### config.mk
export PLATFORM = sky130hd
export DESIGN_NAME = indexed_deque_top
export DESIGN_NICKNAME = d
export VERILOG_FILES = /design/src/rtl/idq_pkg.sv /design/src/rtl/idq_cell.sv /design/src/rtl/indexed_deque_top.sv
export VERILOG_INCLUDE_DIRS = /design/src /design/src/rtl
export SDC_FILE = /design/constraint.sdc
export NUM_CORES = 2
export LEC_CHECK = 0
export BUFFER_PORTS_ARGS = -buffer_cell sky130_fd_sc_hd__buf_2
export CORE_ASPECT_RATIO = 1.5
export CORE_UTILIZATION = 60
export CTS_CLUSTER_DIAMETER = 100
export CTS_CLUSTER_SIZE = 14
export DETAILED_ROUTE_END_ITERATION = 10
export PLACE_DENSITY = 0.8
export SLEW_MARGIN = 20
export SYNTH_ARGS = -nofsm -noshare
export SYNTH_HDL_FRONTEND = slang
export SYNTH_SLANG_ARGS = --single-unit
### constraint.sdc
create_clock -name i_clk -period 10.38 [get_ports i_clk]
set_clock_uncertainty 0.1 [all_clocks]
set_input_delay 1.038 -clock i_clk [delete_from_list [all_inputs] [get_ports i_clk]]
set_output_delay 1.038 -clock i_clk [all_outputs]
set_load 0.03 [all_outputs]
### src/rtl/assert_macros.svh
// Assertion helpers shared by the RTL; every check is clocked on i_clk
// and held off while i_rst_n is low.
`ifndef ASSERT_MACROS_SVH
`define ASSERT_MACROS_SVH

// Same-cycle implication
`define AST_IMPLY(lbl, ante, cons) \
    lbl: assert property (@(posedge i_clk) disable iff (!i_rst_n) (ante) |-> (cons)) \
        else $error("assertion failed");

// Next-cycle implication
`define AST_NEXT(lbl, ante, cons) \
    lbl: assert property (@(posedge i_clk) disable iff (!i_rst_n) (ante) |=> (cons)) \
        else $error("assertion failed");

`endif

### src/rtl/idq_pkg.sv
package idq_pkg;

    localparam int DEPTH  = 16;
    localparam int DATA_W = 32;
    localparam int IDX_W  = $clog2(DEPTH);
    localparam int CNT_W  = $clog2(DEPTH + 1);

    // Field widths of the stream items
    localparam int FUNC_W   = 3;
    localparam int VAL_W    = 32;
    localparam int POS_W    = 4;
    localparam int STAT_W   = 2;
    localparam int OCNT_W   = 5;
    localparam int S_DATA_W = ((FUNC_W + VAL_W + POS_W + 7) / 8) * 8;
    localparam int M_DATA_W = ((STAT_W + 3 * VAL_W + OCNT_W + 1 + 7) / 8) * 8;

    // Request codes
    localparam logic [FUNC_W-1:0] F_PUSH_BACK  = 3'd0;
    localparam logic [FUNC_W-1:0] F_PUSH_FRONT = 3'd1;
    localparam logic [FUNC_W-1:0] F_POP_BACK   = 3'd2;
    localparam logic [FUNC_W-1:0] F_POP_FRONT  = 3'd3;
    localparam logic [FUNC_W-1:0] F_REMOVE_AT  = 3'd4;
    localparam logic [FUNC_W-1:0] F_READ_AT    = 3'd5;

    // Status codes
    localparam logic [STAT_W-1:0] ST_OK    = 2'd0;
    localparam logic [STAT_W-1:0] ST_EMPTY = 2'd1;
    localparam logic [STAT_W-1:0] ST_RANGE = 2'd2;
    localparam logic [STAT_W-1:0] ST_FULL  = 2'd3;

    // Broadcast control for the cell row
    typedef struct packed {
        logic              push_front;
        logic              push_back;
        logic              pull;
        logic [CNT_W-1:0]  count;
        logic [IDX_W-1:0]  pos;
        logic [DATA_W-1:0] value;
    } t_cell_ctl;

endpackage

### src/rtl/idq_cell.sv
module idq_cell (
    input  logic                      i_clk,
    input  idq_pkg::t_cell_ctl        i_ctl,
    input  logic [idq_pkg::IDX_W-1:0] i_index,
    input  logic [idq_pkg::DATA_W-1:0] i_prev,
    input  logic [idq_pkg::DATA_W-1:0] i_next,
    output logic [idq_pkg::DATA_W-1:0] o_q
);
    import idq_pkg::*;

    logic [DATA_W-1:0] r_data;
    logic [DATA_W-1:0] n_data;

    always_comb begin
        n_data = r_data;
        if (i_ctl.push_front) begin
            // whole row moves one place toward the back
            n_data = i_prev;
        end else if (i_ctl.push_back && (CNT_W'(i_index) == i_ctl.count)) begin
            n_data = i_ctl.value;
        end else if (i_ctl.pull && (i_index >= i_ctl.pos)) begin
            // close the gap from the removed position onward
            n_data = i_next;
        end
    end

    always_ff @(posedge i_clk) begin
        r_data <= n_data;
    end

    assign o_q = r_data;

endmodule

### src/rtl/indexed_deque_top.sv
// Bounded double-ended queue of data handles built as a row of cells,
// cell k holding the entry at position k from the front.
// Input channel s_axis: one request per transaction (push back/front,
// pop back/front, remove at position, read at position).
// Output channel m_axis: exactly one result per request, carrying status,
// the popped/removed/read handle, and count, front, back and empty flag
// after the request.
// The result is registered and is valid in the cycle after the request is taken.
// Throughput: one request per cycle while the receiver takes results; every
// shifting cell loads from its neighbor in the same cycle, so removal at any position goes at the same rate.
// The result register is the only buffer: a new request is taken when it
// is empty or its result leaves in the same cycle. While the receiver
// stalls, the result holds and s_axis_tready stays low.
// Reset empties the queue and drops any pending result; entry contents
// are not cleared and are never read before written.
module indexed_deque_top (
    input  logic                           i_clk,
    input  logic                           i_rst_n,
    input  logic                           i_s_axis_tvalid,
    output logic                           o_s_axis_tready,
    // func[2:0], value_in[34:3], position[38:35], zero pad
    input  logic [idq_pkg::S_DATA_W-1:0]   i_s_axis_tdata,
    output logic                           o_m_axis_tvalid,
    input  logic                           i_m_axis_tready,
    // status[1:0], value_out[33:2], count[38:34], front_value[70:39],
    // back_value[102:71], is_empty[103]
    output logic [idq_pkg::M_DATA_W-1:0]   o_m_axis_tdata
);
    import idq_pkg::*;

    logic              w_acc;
    logic [FUNC_W-1:0] w_func;
    logic [VAL_W-1:0]  w_val;
    logic [POS_W-1:0]  w_pos;
    logic              w_full;
    logic              w_empty;
    logic              w_in_range;
    logic              w_push_req;
    logic [IDX_W-1:0]  w_back_idx;
    logic [IDX_W-1:0]  w_rd_idx;
    logic [DATA_W-1:0] w_rd_data;
    logic [DATA_W-1:0] w_back_data;
    logic [DATA_W-1:0] w_cell_q [DEPTH];
    logic              w_ok_read;
    t_cell_ctl         w_ctl;

    logic [CNT_W-1:0]  r_count;
    logic [CNT_W-1:0]  n_count;
    logic [STAT_W-1:0] r_status;
    logic [STAT_W-1:0] n_status;
    logic [VAL_W-1:0]  r_value;
    logic [VAL_W-1:0]  n_value;
    logic              r_out_valid;

    assign w_func = i_s_axis_tdata[FUNC_W-1:0];
    assign w_val  = i_s_axis_tdata[FUNC_W +: VAL_W];
    assign w_pos  = i_s_axis_tdata[FUNC_W + VAL_W +: POS_W];

    assign o_s_axis_tready = !r_out_valid || i_m_axis_tready;
    assign w_acc           = i_s_axis_tvalid && o_s_axis_tready;

    assign w_full     = (r_count == CNT_W'(DEPTH));
    assign w_empty    = (r_count == '0);
    assign w_in_range = (CNT_W'(w_pos) < r_count);
    assign w_push_req = (w_func == F_PUSH_BACK) || (w_func == F_PUSH_FRONT);
    assign w_back_idx = IDX_W'(r_count - CNT_W'(1));

    always_comb begin
        n_status  = ST_OK;
        n_count   = r_count;
        w_rd_idx  = IDX_W'(w_pos);
        w_ok_read = 1'b0;
        case (w_func)
            F_PUSH_BACK, F_PUSH_FRONT: begin
                if (w_full) begin
                    n_status = ST_FULL;
                end else begin
                    n_count = r_count + CNT_W'(1);
                end
            end
            F_POP_BACK, F_POP_FRONT: begin
                w_rd_idx = (w_func == F_POP_BACK) ? w_back_idx : '0;
                if (w_empty) begin
                    n_status = ST_EMPTY;
                end else begin
                    w_ok_read = 1'b1;
                    n_count   = r_count - CNT_W'(1);
                end
            end
            F_REMOVE_AT, F_READ_AT: begin
                if (!w_in_range) begin
                    n_status = ST_RANGE;
                end else begin
                    w_ok_read = 1'b1;
                    if (w_func == F_REMOVE_AT) begin
                        n_count = r_count - CNT_W'(1);
                    end
                end
            end
            default: begin
                n_status = ST_OK;
            end
        endcase
    end

    assign w_rd_data   = w_cell_q[w_rd_idx];
    assign w_back_data = w_cell_q[w_back_idx];
    assign n_value     = w_ok_read ? VAL_W'(w_rd_data) : '0;

    always_comb begin
        w_ctl.push_front = w_acc && (w_func == F_PUSH_FRONT) && !w_full;
        w_ctl.push_back  = w_acc && (w_func == F_PUSH_BACK) && !w_full;
        w_ctl.pull       = w_acc && (((w_func == F_POP_FRONT) && !w_empty)
                                  || ((w_func == F_REMOVE_AT) && w_in_range));
        w_ctl.count      = r_count;
        w_ctl.pos        = (w_func == F_POP_FRONT) ? '0 : IDX_W'(w_pos);
        w_ctl.value      = DATA_W'(w_val);
    end

    for (genvar k = 0; k < DEPTH; k++) begin : g_cell
        logic [DATA_W-1:0] w_prev;
        logic [DATA_W-1:0] w_next;

        if (k == 0) begin : g_first
            assign w_prev = w_ctl.value;
        end else begin : g_mid_prev
            assign w_prev = w_cell_q[k-1];
        end

        if (k == DEPTH - 1) begin : g_last
            assign w_next = w_cell_q[k];
        end else begin : g_mid_next
            assign w_next = w_cell_q[k+1];
        end

        idq_cell u_cell (
            .i_clk   (i_clk),
            .i_ctl   (w_ctl),
            .i_index (IDX_W'(k)),
            .i_prev  (w_prev),
            .i_next  (w_next),
            .o_q     (w_cell_q[k])
        );
    end

    always_ff @(posedge i_clk) begin
        if (!i_rst_n) begin
            r_count     <= '0;
            r_out_valid <= 1'b0;
        end else begin
            if (w_acc) begin
                r_count     <= n_count;
                r_out_valid <= 1'b1;
            end else if (i_m_axis_tready) begin
                r_out_valid <= 1'b0;
            end
        end
    end

    always_ff @(posedge i_clk) begin
        if (w_acc) begin
            r_status <= n_status;
            r_value  <= n_value;
        end
    end

    // count, front and back are taken live from r_count and the row; these cannot
    // change while a result is pending
    assign o_m_axis_tvalid = r_out_valid;
    assign o_m_axis_tdata  = {
        w_empty,
        w_empty ? VAL_W'(0) : VAL_W'(w_back_data),
        w_empty ? VAL_W'(0) : VAL_W'(w_cell_q[0]),
        OCNT_W'(r_count),
        r_value,
        r_status
    };

`include "assert_macros.svh"

    `AST_IMPLY(a_count_bound, 1'b1, r_count <= CNT_W'(DEPTH))
    `AST_NEXT(a_full_drop, w_acc && w_full && w_push_req, (r_status == ST_FULL) && w_full)
    `AST_NEXT(a_pop_count, w_ctl.pull && (w_func == F_POP_FRONT), r_count == $past(r_count) - CNT_W'(1))
    `AST_NEXT(a_bad_status_zero, w_acc && (n_status != ST_OK), r_value == '0)

endmodule

==> results.yml <==
clock_network:
  root_buffer: "clkbuf_16"
  cts.reportedPaths.clkPinSlew_ns: 0.08
  numCtsBuffers: 45
  cts_resized: 0
  h-tree-depth: 2
  postCtsSetupBuffers: 0
  cts.path.max_buffers: 3
  cts.sinks: 552
  tritoncts: "yes"
  cts_hold_buf: 0
  worst_skew_pair.late_latency_ns: 0.60
setup_path:
  reg2reg_depth: 8
  arrival_ns: 4.86
  crit_type: "flop to output port"
  required_ns: 9.24
  cp-end-kind: "output port"
  start_kind: "flop"
  cp_max_fo: 36
floorplan:
  core_um2: 59900
  dieHeight_um: 303
  die_x_um: 203
  io_pins: 150
  rows: 110
  initial_core_util_pct: 60.6
  dieArea_um2: 61400
grt:
  grt_overflow: 0
  grt_pass1_wl_um: 186000
  grt_max_degree: 262
  grt_pass1_vias: 30332
  antenna_found_initial: 3
  grt_usage_pct: 40.7
detailed_routing:
  ant_nets: 0
  route.detailed.vias_per_inst: 7.29
  drc_errors: 0
  first_pass_iters: 6
  drt_iter0_drc: 5098
  routed_wl_um: 127000
  via_count: 31996
  routedWlPerCell_um: 28.9
pwr:
  power.leakage_uw: 0.0150
  intPower_uw: 3780
  seq_power_share_pct: 47.3
  p_switching_uw: 1810
  pwr-share-comb_pct: 23.8
  ir_drop_v: 0.000141
  netSwitchingFraction_pct: 32.3
  clockPowerShare_pct: 29.0
  p_per_area_nw_per_um2: 146
layout:
  drive_gt1_share_pct: 14.0
  final_nets: 3646
  regArea_um2: 16500
  final_common_cell: "nand2_1"
  fill_cells: 4822
  areaGrowthSynthToFinish_pct: 5.79
  final_area_um2: 38400
  multi_input_area_um2: 18300
  final_cell_mix: "1072 x nand2_1, 546 x edfxtp_1, 305 x mux2i_1"
logic_synthesis:
  synth_cell_types: 66
  synth_ff_type: "edfxtp_1"
  syn-cell-area_um2: 36300
  netlist_instances: 3690
  ys_ff_latch: 552
  synth_edf_count: 546
  syn-num-nets: 3747
  ys_seq_area_share_pct: 45.6
  syn_area_per_cell_um2: 9.83
  async_reset_ff_share_pct: 0
  yosysWarningCount: 0
place:
  io_buffer_count: 148
  gp_congestion: 0.897
  placed_cell_area_um2: 37100
  post-dp-hpwl_um: 67400
sta:
  worst_pin_slew_ns: 1.25
  setup_viol: 0
  finalHoldViolations: 0
  slew_headroom_pct: 15.6
  drv_slew: 0
  setup_tns_ns: 0
  max_clock_freq_mhz: 167
  post-route-period-util_pct: 57.7
  period_minus_slack_ns: 5.99
  grt_setup_unrepaired: "no"
hold_path:
  hold_path_class: "flop to flop"
  hold_depth: 2
status:
  status: "complete, no violations"
run:
  max_cap_viol_count: 0
-- synth_stat cells (all sizes together), types with 4 or more instances --
cell type	count	area [um2]
a32oi	31	272
o211ai	92	691
nand4	36	246
ha	13	163
a21oi	4	20.0
nand2	1081	4070
mux2i	305	3050
and3	100	626
edfxtp	546	16400
buf	189	996
nand3	210	1050
o41ai	32	490
dfxtp	6	120
o31ai	4	43.8
nand2b	6	37.5
o21ai	231	1160
and2	8	50.1
mux4	128	2880
nor2b	33	206
mux2	33	372
nor2	144	541
a32o	32	320
a31oi	129	807
clkbuf	171	642
a21o	12	90.1
nor4	5	58.8
a211oi	67	503
inv	9	33.8
-- final cells by class --
cell class | count | share of cell area [%]
well taps | 784 | 2.56
multi-input cells | 2768 | 47.8
repair buffers | 212 | 3.30
diodes | 3 | 0.0196
inverters | 10 | 0.0979
flip-flops and latches | 552 | 43.1
clock inverters | 1 | 0.0228
clock buffers | 62 | 3.10
-- through the flow --
stage / setup WS (ns) / hold WS (ns) / instances / power [uW] / util (%)
after CTS: 4.69 / 0.502 / 4388 / 5530 / 64.0
after detailed placement: 4.95 / 0.484 / 4325 / 3970 / 62.0
after floorplan: 4.35 / 0.455 / 3690 / 3560 / -
after global routing: 4.58 / 0.527 / 4391 / 5690 / 64.1
final: 4.39 / 0.507 / 4392 / 5580 / 64.1
after global placement: 4.96 / 0.484 / 4325 / 3950 / 62.0
-- logic make-up (layout without fill, tap and decap cells) --
| family | Yosys count | after routing | share of synthesized area (%) |
|---|---|---|---|
| AO/OA/AOI/OAI | 649 | 649 | 12.6 |
| XOR/XNOR | 4 | 4 | 0.0966 |
| adder cells (fa/ha/maj) | 13 | 13 | 0.449 |
| buffers and inverters | 370 | 285 | 4.62 |
| flip-flops | 552 | 552 | 45.6 |
| multiplexers | 466 | 466 | 17.4 |
| other | 0 | 3 | 0 |
| AND/OR/NAND/NOR | 1636 | 1636 | 19.3 |
-- flip-flops by register name, summed over array words and instances (netlist names) --
signal / cells
r_value: 32
g_cell.u_cell.o_q: 512
r_status: 2
o_m_axis_tvalid: 1
r_count: 5
-- worst max-delay path, cell delays in order, from the launching register on --
cell      delay, ns
dfxtp_1        0.56
or4_4          0.95
nand2_4        0.72
buf_4          0.71
mux2i_1        0.16
a211oi_1       0.77
buf_2          0.34
-- final timing paths --
check / start / endpoint / slack [ns]
worst max-delay path: r_count[2]$_SDFFE_PN0P_ / o_m_axis_tdata[101] / 4.39
worst min-delay path: g_cell[1].u_cell.o_q[21]$_DFFE_PP_ / g_cell[2].u_cell.o_q[21]$_DFFE_PP_ / 0.51
worst max register to register: r_count[2]$_SDFFE_PN0P_ / r_value[30]$_SDFFCE_PN0P_ / 4.77
worst min register to register: g_cell[1].u_cell.o_q[21]$_DFFE_PP_ / g_cell[2].u_cell.o_q[21]$_DFFE_PP_ / 0.51
-- power groups by stage --
stage                     clock network [uW]  registers [uW]  logic, uW
after floorplan                            0            2680        877
after global placement                     0            2680       1260
after detailed placement                   0            2680       1280
after CTS                               1610            2640       1290
after global routing                    1680            2650       1370
final                                   1620            2640       1330
-- per-layer routing --
layer | GRT usage, % | wire length [um]
met1 | 50.0 | 41200
met2 | 62.9 | 56600
met3 | 8.38 | 17400
met4 | 32.6 | 11600
met5 | 0 | 11
Note: power is estimated with default switching activity, not from simulation.
